$ cat src/hw/rtl/trms_pkg.sv
package trms_pkg;

  // adc and accumulator widths
  localparam int ADC_BITS   = 12;
  localparam int COUNT_BITS = 16;
  localparam int SAMPLE_W   = 12;
  localparam logic [SAMPLE_W-1:0] ADC_MASK = SAMPLE_W'((64'd1 << ADC_BITS) - 64'd1);
  localparam int SQR_W      = 2 * SAMPLE_W;
  localparam int SQ_W       = 40;
  localparam logic [SQ_W-1:0]       SQ_MAX    = '1;
  localparam logic [COUNT_BITS-1:0] COUNT_MAX = '1;

  // back end widths
  localparam int WD_W     = 16;
  localparam int TOTAL_W  = 36;
  localparam int RMS_W    = 20;
  localparam int OUT_W    = 30;
  localparam int MA_W     = 20;
  localparam int MA_FRAC  = 10;
  localparam int MID_W    = 12;
  localparam int CYC_W    = 16;
  localparam int Q8_SHIFT = 16;
  localparam int NUM_W    = SQ_W + Q8_SHIFT;
  localparam int ROOT_W   = NUM_W / 2;
  localparam int REM_W    = ROOT_W + 3;
  localparam int DVS_W    = (COUNT_BITS > WD_W) ? COUNT_BITS : WD_W;
  localparam int PROD_W   = TOTAL_W + MA_W;
  localparam int HALF_W   = TOTAL_W / 2;
  localparam int PP_W     = (TOTAL_W - HALF_W) + MA_W;
  localparam logic [TOTAL_W-1:0] TOTAL_MAX = '1;
  localparam logic [RMS_W-1:0]   RMS_MAX   = '1;
  localparam logic [OUT_W-1:0]   OUT_MAX   = '1;

  // window queue
  localparam int FIFO_DEPTH = 4;
  localparam int FIFO_PTR_W = $clog2(FIFO_DEPTH);
  localparam int FIFO_CNT_W = $clog2(FIFO_DEPTH + 1);

  // port widths
  localparam int IN_DATA_W  = 24;
  localparam int OUT_DATA_W = 56;
  localparam int CFG_IDX_W  = 4;
  localparam int CFG_DATA_W = 20;

  // register reset values
  localparam logic [MID_W-1:0] MIDPOINT_RST = 12'd2047;
  localparam logic [CYC_W-1:0] CYCLES_RST   = 16'd1;
  localparam logic [MA_W-1:0]  MA_RST       = 20'd27054;

  typedef enum logic [CFG_IDX_W-1:0] {
    REG_MIDPOINT      = 4'd0,
    REG_SUPPRESS      = 4'd1,
    REG_WINDOW_CYCLES = 4'd2,
    REG_MA_PER_STEP   = 4'd3
  } reg_idx_t;

  typedef struct packed {
    logic [MID_W-1:0] midpoint;
    logic             suppress_noise;
    logic [CYC_W-1:0] window_cycles;
    logic [MA_W-1:0]  ma_per_step;
  } cfg_t;

  // one closed window handed from front to back
  typedef struct packed {
    logic [SQ_W-1:0]       sq;
    logic [COUNT_BITS-1:0] cnt;
    logic                  sat;
  } win_t;

  typedef struct packed {
    logic             start;
    logic [NUM_W-1:0] num;
    logic [DVS_W-1:0] dvs;
  } div_req_t;

  typedef struct packed {
    logic             done;
    logic [NUM_W-1:0] quo;
  } div_rsp_t;

endpackage

$ cat src/hw/rtl/trms_div.sv
module trms_div (
  input  logic                clk,
  input  logic                rst_n,
  input  trms_pkg::div_req_t  req,
  output trms_pkg::div_rsp_t  rsp
);
  import trms_pkg::*;

  localparam int CNT_W = $clog2(NUM_W);

  logic             busy_r;
  logic             done_r;
  logic [CNT_W-1:0] cnt_r;
  logic [NUM_W-1:0] num_r;
  logic [DVS_W-1:0] rem_r;
  logic [DVS_W-1:0] dvs_r;
  logic [DVS_W:0]   rem_sh;
  logic             ge;
  logic [DVS_W:0]   rem_sub;

  // one restoring step per cycle, quotient bits shift into num_r
  always_comb begin
    rem_sh  = {rem_r, num_r[NUM_W-1]};
    ge      = rem_sh >= {1'b0, dvs_r};
    rem_sub = rem_sh - {1'b0, dvs_r};
  end

  always_ff @(posedge clk) begin
    if (!rst_n) begin
      busy_r <= 1'b0;
      done_r <= 1'b0;
    end else begin
      done_r <= 1'b0;
      if (req.start) begin
        busy_r <= 1'b1;
        cnt_r  <= CNT_W'(NUM_W - 1);
        num_r  <= req.num;
        rem_r  <= '0;
        dvs_r  <= req.dvs;
      end else if (busy_r) begin
        num_r <= {num_r[NUM_W-2:0], ge};
        rem_r <= ge ? rem_sub[DVS_W-1:0] : rem_sh[DVS_W-1:0];
        if (cnt_r == '0) begin
          busy_r <= 1'b0;
          done_r <= 1'b1;
        end else begin
          cnt_r <= cnt_r - 1'b1;
        end
      end
    end
  end

  assign rsp.done = done_r;
  assign rsp.quo  = num_r;

endmodule

$ cat src/hw/rtl/trms_fifo.sv
module trms_fifo (
  input  logic                                 clk,
  input  logic                                 rst_n,
  input  logic                                 push,
  input  trms_pkg::win_t                       push_win,
  input  logic                                 pop,
  output trms_pkg::win_t                       head,
  output logic                                 empty,
  output logic [trms_pkg::FIFO_CNT_W-1:0]      count
);
  import trms_pkg::*;

  win_t                  mem_r [FIFO_DEPTH];
  logic [FIFO_PTR_W-1:0] wr_ptr_r;
  logic [FIFO_PTR_W-1:0] rd_ptr_r;
  logic [FIFO_CNT_W-1:0] count_r;

  // entry storage
  always_ff @(posedge clk) begin
    if (push) begin
      mem_r[wr_ptr_r] <= push_win;
    end
  end

  // pointers and fill level
  always_ff @(posedge clk) begin
    if (!rst_n) begin
      wr_ptr_r <= '0;
      rd_ptr_r <= '0;
      count_r  <= '0;
    end else begin
      if (push) begin
        wr_ptr_r <= wr_ptr_r + 1'b1;
      end
      if (pop) begin
        rd_ptr_r <= rd_ptr_r + 1'b1;
      end
      case ({push, pop})
        2'b10:   count_r <= count_r + 1'b1;
        2'b01:   count_r <= count_r - 1'b1;
        default: count_r <= count_r;
      endcase
    end
  end

  assign head  = mem_r[rd_ptr_r];
  assign empty = (count_r == '0);
  assign count = count_r;

endmodule

$ cat src/hw/rtl/trms_front.sv
module trms_front (
  input  logic                                 clk,
  input  logic                                 rst_n,
  input  trms_pkg::cfg_t                       cfg,
  input  logic                                 in_valid,
  output logic                                 in_ready,
  input  logic [trms_pkg::SAMPLE_W-1:0]        sample_first,
  input  logic [trms_pkg::SAMPLE_W-1:0]        sample_second,
  input  logic                                 window_end,
  input  logic [trms_pkg::FIFO_CNT_W-1:0]      q_count,
  output logic                                 q_push,
  output trms_pkg::win_t                       q_win
);
  import trms_pkg::*;

  logic [SAMPLE_W-1:0]   a;
  logic [SAMPLE_W-1:0]   b;
  logic [SAMPLE_W:0]     pair_sum;
  logic [SAMPLE_W-1:0]   value;
  logic [SAMPLE_W-1:0]   mag;
  logic                  accept;
  logic                  pending;

  logic                  s1_valid_r;
  logic                  s1_end_r;
  logic [SQR_W-1:0]      s1_sq_r;

  logic [SQ_W-1:0]       sq_r;
  logic [COUNT_BITS-1:0] cnt_r;
  logic                  cnt_room;
  logic [SQ_W:0]         sq_sum;
  logic [SQ_W-1:0]       sq_nxt;
  logic [COUNT_BITS-1:0] cnt_nxt;

  // accept only when a window close can still find a queue slot
  always_comb begin
    pending  = s1_valid_r & s1_end_r;
    in_ready = ({1'b0, q_count} + (FIFO_CNT_W+1)'(pending)) < (FIFO_CNT_W+1)'(FIFO_DEPTH);
    accept   = in_valid & in_ready;
  end

  // sample select and offset magnitude
  always_comb begin
    a        = sample_first & ADC_MASK;
    b        = sample_second & ADC_MASK;
    pair_sum = {1'b0, a} + {1'b0, b};
    value    = cfg.suppress_noise ? pair_sum[SAMPLE_W:1] : a;
    mag      = (value >= cfg.midpoint) ? (value - cfg.midpoint) : (cfg.midpoint - value);
  end

  // stage 1: square
  always_ff @(posedge clk) begin
    if (!rst_n) begin
      s1_valid_r <= 1'b0;
    end else begin
      s1_valid_r <= accept;
    end
  end

  always_ff @(posedge clk) begin
    if (accept) begin
      s1_end_r <= window_end;
      s1_sq_r  <= SQR_W'(mag) * SQR_W'(mag);
    end
  end

  // stage 2: saturating window accumulation
  always_comb begin
    cnt_room = (cnt_r != COUNT_MAX);
    sq_sum   = {1'b0, sq_r} + (SQ_W+1)'(s1_sq_r);
    sq_nxt   = sq_r;
    cnt_nxt  = cnt_r;
    if (cnt_room) begin
      cnt_nxt = cnt_r + 1'b1;
      sq_nxt  = sq_sum[SQ_W] ? SQ_MAX : sq_sum[SQ_W-1:0];
    end
    q_push    = s1_valid_r & s1_end_r;
    q_win.sq  = sq_nxt;
    q_win.cnt = cnt_nxt;
    q_win.sat = (cnt_nxt == COUNT_MAX);
  end

  always_ff @(posedge clk) begin
    if (!rst_n) begin
      sq_r  <= '0;
      cnt_r <= '0;
    end else if (s1_valid_r) begin
      if (s1_end_r) begin
        sq_r  <= '0;
        cnt_r <= '0;
      end else begin
        sq_r  <= sq_nxt;
        cnt_r <= cnt_nxt;
      end
    end
  end

endmodule

$ cat src/hw/rtl/trms_back.sv
module trms_back (
  input  logic                            clk,
  input  logic                            rst_n,
  input  trms_pkg::cfg_t                  cfg,
  input  logic                            q_empty,
  input  trms_pkg::win_t                  q_head,
  output logic                            q_pop,
  output logic                            out_valid,
  input  logic                            out_ready,
  output logic [trms_pkg::OUT_W-1:0]      current_ma_q8,
  output logic [trms_pkg::RMS_W-1:0]      last_window_rms,
  output logic                            count_saturated
);
  import trms_pkg::*;

  localparam int STEP_W = $clog2(ROOT_W);

  typedef enum logic [3:0] {
    S_IDLE,
    S_DIV_WIN,
    S_SQRT,
    S_ACC,
    S_MUL_LO,
    S_MUL_HI,
    S_MUL_SUM,
    S_DIV_GO,
    S_DIV_OUT,
    S_EMIT
  } state_t;

  state_t              state_r;
  div_req_t            div_req;
  div_rsp_t            div_rsp;

  logic                sat_win_r;
  logic                sat_seen_r;
  logic [NUM_W-1:0]    rad_r;
  logic [REM_W-1:0]    rem_r;
  logic [ROOT_W-1:0]   root_r;
  logic [STEP_W-1:0]   step_r;
  logic [TOTAL_W-1:0]  total_r;
  logic [WD_W-1:0]     wd_r;
  logic [RMS_W-1:0]    rms_r;
  logic [PP_W-1:0]     pp_r;
  logic [PROD_W-1:0]   prod_r;
  logic [OUT_W-1:0]    mean_r;

  logic                out_valid_r;
  logic [OUT_W-1:0]    out_mean_r;
  logic [RMS_W-1:0]    out_rms_r;
  logic                out_sat_r;

  logic [REM_W-1:0]    rem_sh;
  logic [REM_W-1:0]    trial;
  logic                take;
  logic [RMS_W-1:0]    rms_clip;
  logic [TOTAL_W:0]    total_sum;
  logic [TOTAL_W-1:0]  total_nxt;
  logic [WD_W-1:0]     wd_inc;
  logic [WD_W-1:0]     wd_nxt;
  logic [CYC_W-1:0]    cyc_eff;
  logic [OUT_W-1:0]    mean_clip;
  logic                out_free;
  logic                emit;

  trms_div u_div (
    .clk   (clk),
    .rst_n (rst_n),
    .req   (div_req),
    .rsp   (div_rsp)
  );

  // divider requests: window mean square, then the final mean
  always_comb begin
    q_pop         = (state_r == S_IDLE) && !q_empty;
    div_req.start = q_pop || (state_r == S_DIV_GO);
    if (state_r == S_DIV_GO) begin
      div_req.num = NUM_W'(prod_r[PROD_W-1:MA_FRAC]);
      div_req.dvs = DVS_W'(wd_r);
    end else begin
      div_req.num = {q_head.sq, Q8_SHIFT'(0)};
      div_req.dvs = (q_head.cnt == '0) ? DVS_W'(1) : DVS_W'(q_head.cnt);
    end
  end

  // square root step, window total and count, mean clip and output handshake
  always_comb begin
    rem_sh    = {rem_r[REM_W-3:0], rad_r[NUM_W-1 -: 2]};
    trial     = REM_W'({root_r, 2'b01});
    take      = rem_sh >= trial;
    rms_clip  = (root_r > ROOT_W'(RMS_MAX)) ? RMS_MAX : root_r[RMS_W-1:0];
    total_sum = {1'b0, total_r} + (TOTAL_W+1)'(rms_clip);
    total_nxt = total_sum[TOTAL_W] ? TOTAL_MAX : total_sum[TOTAL_W-1:0];
    wd_inc    = wd_r + 1'b1;
    wd_nxt    = (wd_inc == '0) ? '1 : wd_inc;
    cyc_eff   = (cfg.window_cycles == '0) ? CYC_W'(1) : cfg.window_cycles;
    mean_clip = (div_rsp.quo[NUM_W-1:OUT_W] != '0) ? OUT_MAX : div_rsp.quo[OUT_W-1:0];
    out_free  = !out_valid_r || out_ready;
    emit      = (state_r == S_EMIT) && out_free;
  end

  // sequencer
  always_ff @(posedge clk) begin
    if (!rst_n) begin
      state_r     <= S_IDLE;
      sat_seen_r  <= 1'b0;
      total_r     <= '0;
      wd_r        <= '0;
      out_valid_r <= 1'b0;
    end else begin
      // result word valid flag
      if (emit) begin
        out_valid_r <= 1'b1;
      end else if (out_ready) begin
        out_valid_r <= 1'b0;
      end
      case (state_r)
        S_IDLE: begin
          if (!q_empty) begin
            sat_win_r <= q_head.sat;
            state_r   <= S_DIV_WIN;
          end
        end
        S_DIV_WIN: begin
          if (div_rsp.done) begin
            rad_r   <= div_rsp.quo;
            rem_r   <= '0;
            root_r  <= '0;
            step_r  <= STEP_W'(ROOT_W - 1);
            state_r <= S_SQRT;
          end
        end
        S_SQRT: begin
          rad_r  <= {rad_r[NUM_W-3:0], 2'b00};
          rem_r  <= take ? (rem_sh - trial) : rem_sh;
          root_r <= {root_r[ROOT_W-2:0], take};
          if (step_r == '0) begin
            state_r <= S_ACC;
          end else begin
            step_r <= step_r - 1'b1;
          end
        end
        S_ACC: begin
          rms_r      <= rms_clip;
          total_r    <= total_nxt;
          wd_r       <= wd_nxt;
          sat_seen_r <= sat_seen_r | sat_win_r;
          state_r    <= (wd_nxt >= cyc_eff) ? S_MUL_LO : S_IDLE;
        end
        S_MUL_LO: begin
          pp_r    <= PP_W'(total_r[HALF_W-1:0]) * PP_W'(cfg.ma_per_step);
          state_r <= S_MUL_HI;
        end
        S_MUL_HI: begin
          prod_r  <= PROD_W'(pp_r);
          pp_r    <= PP_W'(total_r[TOTAL_W-1:HALF_W]) * PP_W'(cfg.ma_per_step);
          state_r <= S_MUL_SUM;
        end
        S_MUL_SUM: begin
          prod_r  <= prod_r + (PROD_W'(pp_r) << HALF_W);
          state_r <= S_DIV_GO;
        end
        S_DIV_GO: begin
          state_r <= S_DIV_OUT;
        end
        S_DIV_OUT: begin
          if (div_rsp.done) begin
            mean_r  <= mean_clip;
            state_r <= S_EMIT;
          end
        end
        S_EMIT: begin
          if (out_free) begin
            out_mean_r  <= mean_r;
            out_rms_r   <= rms_r;
            out_sat_r   <= sat_seen_r;
            total_r     <= '0;
            wd_r        <= '0;
            sat_seen_r  <= 1'b0;
            state_r     <= S_IDLE;
          end
        end
        default: begin
          state_r <= S_IDLE;
        end
      endcase
    end
  end

  assign out_valid       = out_valid_r;
  assign current_ma_q8   = out_mean_r;
  assign last_window_rms = out_rms_r;
  assign count_saturated = out_sat_r;

endmodule

$ cat src/hw/rtl/true_rms_current_meter_top.sv
// path: a closing word passes the two front stages, the window queue, a window divide, a square
//   root, a multiply in low, high and sum steps, and a second divide before its result leaves
// throughput: one sample word per cycle while the window queue has room; the back end works
//   on one closed window at a time, and a four-entry window queue absorbs bursts
// reset: rst_n synchronous active low; registers return to their defaults, accumulators clear
module true_rms_current_meter_top (
  input  logic                                clk,
  input  logic                                rst_n,
  input  logic                                in_tvalid,
  output logic                                in_tready,
  input  logic [trms_pkg::IN_DATA_W-1:0]      in_tdata,   // sample_first, sample_second
  input  logic                                in_tlast,   // window_end
  output logic                                out_tvalid,
  input  logic                                out_tready,
  output logic [trms_pkg::OUT_DATA_W-1:0]     out_tdata,  // current_ma_q8, last_window_rms, pad
  output logic                                out_tuser,  // count_saturated
  input  logic                                cfg_valid,
  output logic                                cfg_ready,
  input  logic [trms_pkg::CFG_IDX_W-1:0]      cfg_index,
  input  logic [trms_pkg::CFG_DATA_W-1:0]     cfg_data
);
  import trms_pkg::*;

  cfg_t                  cfg_r;
  logic                  q_push;
  win_t                  q_win;
  logic                  q_pop;
  win_t                  q_head;
  logic                  q_empty;
  logic [FIFO_CNT_W-1:0] q_count;
  logic [OUT_W-1:0]      current_ma_q8;
  logic [RMS_W-1:0]      last_window_rms;
  logic                  count_saturated;

  // configuration registers
  assign cfg_ready = 1'b1;

  always_ff @(posedge clk) begin
    if (!rst_n) begin
      cfg_r.midpoint       <= MIDPOINT_RST;
      cfg_r.suppress_noise <= 1'b0;
      cfg_r.window_cycles  <= CYCLES_RST;
      cfg_r.ma_per_step    <= MA_RST;
    end else if (cfg_valid) begin
      case (cfg_index)
        REG_MIDPOINT:      cfg_r.midpoint       <= cfg_data[MID_W-1:0];
        REG_SUPPRESS:      cfg_r.suppress_noise <= cfg_data[0];
        REG_WINDOW_CYCLES: cfg_r.window_cycles  <= cfg_data[CYC_W-1:0];
        REG_MA_PER_STEP:   cfg_r.ma_per_step    <= cfg_data[MA_W-1:0];
        default:           cfg_r                <= cfg_r;
      endcase
    end
  end

  trms_front u_front (
    .clk           (clk),
    .rst_n         (rst_n),
    .cfg           (cfg_r),
    .in_valid      (in_tvalid),
    .in_ready      (in_tready),
    .sample_first  (in_tdata[SAMPLE_W-1:0]),
    .sample_second (in_tdata[2*SAMPLE_W-1:SAMPLE_W]),
    .window_end    (in_tlast),
    .q_count       (q_count),
    .q_push        (q_push),
    .q_win         (q_win)
  );

  trms_fifo u_fifo (
    .clk      (clk),
    .rst_n    (rst_n),
    .push     (q_push),
    .push_win (q_win),
    .pop      (q_pop),
    .head     (q_head),
    .empty    (q_empty),
    .count    (q_count)
  );

  trms_back u_back (
    .clk             (clk),
    .rst_n           (rst_n),
    .cfg             (cfg_r),
    .q_empty         (q_empty),
    .q_head          (q_head),
    .q_pop           (q_pop),
    .out_valid       (out_tvalid),
    .out_ready       (out_tready),
    .current_ma_q8   (current_ma_q8),
    .last_window_rms (last_window_rms),
    .count_saturated (count_saturated)
  );

  // result word packing
  assign out_tdata = {(OUT_DATA_W - OUT_W - RMS_W)'(0), last_window_rms, current_ma_q8};
  assign out_tuser = count_saturated;

endmodule

$ cat config.mk
export PLATFORM = sky130hd
export DESIGN_NAME = true_rms_current_meter_top
export DESIGN_NICKNAME = d
export VERILOG_FILES = /design/src/hw/rtl/trms_pkg.sv /design/src/hw/rtl/trms_div.sv /design/src/hw/rtl/trms_fifo.sv /design/src/hw/rtl/trms_front.sv /design/src/hw/rtl/trms_back.sv /design/src/hw/rtl/true_rms_current_meter_top.sv
export SDC_FILE = /design/constraint.sdc
export NUM_CORES = 2
export LEC_CHECK = 0
export ABC_AREA = 1
export BUFFER_PORTS_ARGS = -buffer_cell sky130_fd_sc_hd__buf_2
export CORE_MARGIN = 1
export CORE_UTILIZATION = 34
export DETAILED_ROUTE_END_ITERATION = 7
export GPL_TIMING_DRIVEN = 0
export SETUP_SLACK_MARGIN = 0.3
export SLEW_MARGIN = 0
export SYNTH_ARGS = -nofsm -noshare
export SYNTH_HDL_FRONTEND = slang
export SYNTH_SLANG_ARGS = --single-unit
$ cat constraint.sdc
create_clock -name clk -period 10.7 [get_ports clk]
set_input_delay 1.605 -clock clk [delete_from_list [all_inputs] [get_ports clk]]
set_output_delay 1.605 -clock clk [all_outputs]
set_load 0.1 [all_outputs]
==> out/metrics.cfg <==
[detailed_routing]
totalWireLength_um = 227000
via_count = 59257
drc = 0
detail-route-antenna-nets = 0
wire_per_inst_um = 19.0
vias_per_cell = 4.97
drt_iter0_drc = 4954
dr.pass1.iters = 6

[cts]
cts_sinks = 825
clockBufferDepth = 3
clk_latency_ns = 0.72
clk_pin_slew_ns = 0.06
cts_tree = yes
cts_max_level = 3
cts_root_buffer = clkbuf_16
cts_made_buffers = 94
cts_setup_buffers = 0
cts_resized = 0
hold_buffers = 0

[final_layout]
fillers = 21531
post-route-cell-area_mm2 = 0.0799
drive_above_1_share_pct = 4.96
synthToLayoutAreaGrowth_pct = 10.8
layout.cells.non_filler = 11915
nets = 10214
utilization_pct = 38.0

[logic_synthesis]
netlist_area_mm2 = 0.0721
ys_types = 63
yosysWarnings = 0
synth_ff_type = edfxtp_1
yosysSeqAreaShare_pct = 31.9
synth_edf_count = 650
async_reset_ff_share_pct = 0
synth_area_leaders = edfxtp_1, fa_1, nand2_1
yosys_register_bits = 825
synth_top_area_cell = edfxtp_1
syn_area_per_cell_um2 = 8.19
syn_inst = 8797
yosysTopAreaCellShare_pct = 27.1

[worst_setup_path]
cp-start-kind = input pin
r2r_setup_slack_ns = 2.56
crit_start = in_tdata[0]
max_stage_delay_ns = 0.58
crit_family = adder cells
critPathMaxFanout = 10
r2r_end = u_front.s1_sq_r[21]
crit_required_ns = 11.15
crit_buf_inv = 10
worstSetupPathType = in2reg
crit_path_frequent_cell = inv_1
arrival_ns = 9.98
cp.depth = 39
reg2reg_depth = 36
r2r_start = cfg_r[36]
endpoint = u_front.s1_sq_r[21]
crit_path_end_kind = flop
cpMaxStageDelayCell = fa_1

[floorplanning]
die_y_um = 462
initial_core_util_pct = 34.3
fp.dieW_um = 462
core.rowCount = 168
die-area_mm2 = 0.214
core_mm2 = 0.210
ioPinCount = 114

[timing]
drv_slew = 0
finalSetupViolations = 0
tns_ns = 0
min_period_over_period_pct = 89.1
timing.fmax_mhz = 105
period_minus_slack_ns = 9.54
worst_slew_pin_slew_ns = 1.26
max_slew_margin_pct = 15.8
hold_viol_final = 0
whs_ns = 0.419
fin_skew_ns = 0.0320
rsz0062_at_grt = no

[min_path]
hp-class = reg2reg

[grt]
grt_max_degree = 36
grt_pass1_wl_um = 347000
grt_antenna_before_repair = 17
track_usage_pct = 20.9
grt_overflow = 0
grt_pass1_vias = 58444

[placement]
dp_cells = 11737
dp_hpwl_um = 187000
portBuffers = 106
place_congestion = 0.991
dpl_cell_area_mm2 = 0.0767

[run_status]
status = finished clean

[run]
drv_cap = 0

[power_and_ir_drop]
ir_worst_vdd_mv = 0.544
leakagePower_nw = 37.2
p_per_area_mw_per_mm2 = 219

kinds of logic after synthesis:
logic type / count (synthesis) / share of synthesized area (%)
xor+xnor: 159 / 1.93
mux: 1 / 0.0139
compound gates: 1178 / 8.87
flops: 825 / 31.9
buf+inv: 1954 / 10.5
fa+ha+maj: 1131 / 26.5
other cells: 2 / 0.0104
simple gates: 3547 / 20.2
worst register-to-register path, delay by kind of cell, from the launching register on:
family	cells	cell delay [ns]
buffers and inverters	12	1.43
AO/OA/AOI/OAI	4	1.10
adder cells (fa/ha/maj)	8	3.58
flip-flops	1	0.37
AND/OR/NAND/NOR	11	1.34
XOR/XNOR	1	0.06
sequential cells by signal, summed over array words and instances (netlist names), 23 cells and up, named ones only:
register              cells
cfg_r                    49
u_back.current_ma_q8     30
u_back.mean_r            30
u_back.pp_r              38
u_back.prod_r            46
u_back.rad_r             56
u_back.rem_r             29
u_back.root_r            28
u_back.total_r           36
u_back.u_div.num_r       56
u_fifo.mem_r            228
u_front.s1_sq_r          23
u_front.sq_r             40
placed cells by master, fill, tap and decap left out, types with 142 or more instances in the layout:
cell	instances
nand2_1	2213
inv_1	1601
nor2_1	718
fa_1	662
edfxtp_1	650
o21ai_0	517
ha_1	469
a21oi_1	423
nand3_1	306
clkbuf_1	236
dfxtp_1	175
buf_2	142
metrics by stage:
step	total power [W]	worst slack, ns
2_1_floorplan	0.0116	1.99
3_3_place_gp	0.0140	-1.92
3_5_place_dp	0.0142	0.536
4_1_cts	0.0175	1.30
5_1_grt	0.0190	0.736
6_report	0.0175	1.16
per-layer routing:
| layer | wire (um) | up-vias | GRT usage (%) |
|---|---|---|---|
| li1 | - | 28214 | - |
| met1 | 105000 | 28835 | 30.0 |
| met2 | 100000 | 1917 | 32.7 |
| met3 | 15000 | 283 | 2.40 |
| met4 | 6890 | 8 | 6.52 |
| met5 | 53 | - | 0 |
cells in the mapped netlist (35+ instances only):
| master | instances |
|---|---|
| nand2_1 | 2213 |
| inv_1 | 1601 |
| nor2_1 | 723 |
| fa_1 | 662 |
| edfxtp_1 | 650 |
| o21ai_0 | 518 |
| ha_1 | 469 |
| a21oi_1 | 424 |
| nand3_1 | 306 |
| clkbuf_1 | 216 |
| dfxtp_1 | 175 |
| xor2_1 | 100 |
| nor3_1 | 68 |
| o22ai_1 | 67 |
| buf_1 | 61 |
| xnor2_1 | 59 |
| nand4_1 | 52 |
| buf_2 | 36 |
| nand3b_1 | 35 |
worst min-delay path by stage:
stage | endpoint | cells past startpoint | slack, ns | startpoint
6_report | u_back.last_window_rms[6] | 0 | 0.42 | u_back.rms_r[6]
5_1_grt | u_back.last_window_rms[6] | 0 | 0.42 | u_back.rms_r[6]
4_1_cts | u_back.last_window_rms[6] | 0 | 0.42 | u_back.rms_r[6]
3_5_place_dp | u_back.current_ma_q8[24] | 0 | 0.40 | u_back.mean_r[24]
3_3_place_gp | u_back.current_ma_q8[4] | 0 | 0.41 | u_back.mean_r[4]
2_1_floorplan | u_back.current_ma_q8[0] | 0 | 0.40 | u_back.mean_r[0]
power breakdown:
group | internal (W) | switching [W] | total (W)
registers | 0.00444 | 0.000192 | 0.00463
logic | 0.00338 | 0.00613 | 0.00951
clock network | 0.00192 | 0.00139 | 0.00332
total | 0.00974 | 0.00772 | 0.0175
layout make-up:
type                    count  area (um2)  area share (%)
multi-input cells        6023       41600            52.1
flip-flops and latches    825       23000            28.8
inverters                1609        6040            7.56
well taps                2805        3510            4.39
clock buffers             121        2520            3.16
plain buffers             345        1520            1.90
repair buffers            131         991            1.24
clock inverters            53         637           0.798
diodes                      3        7.51         0.00940
No activity file was read; power rests on OpenSTA's default activity.
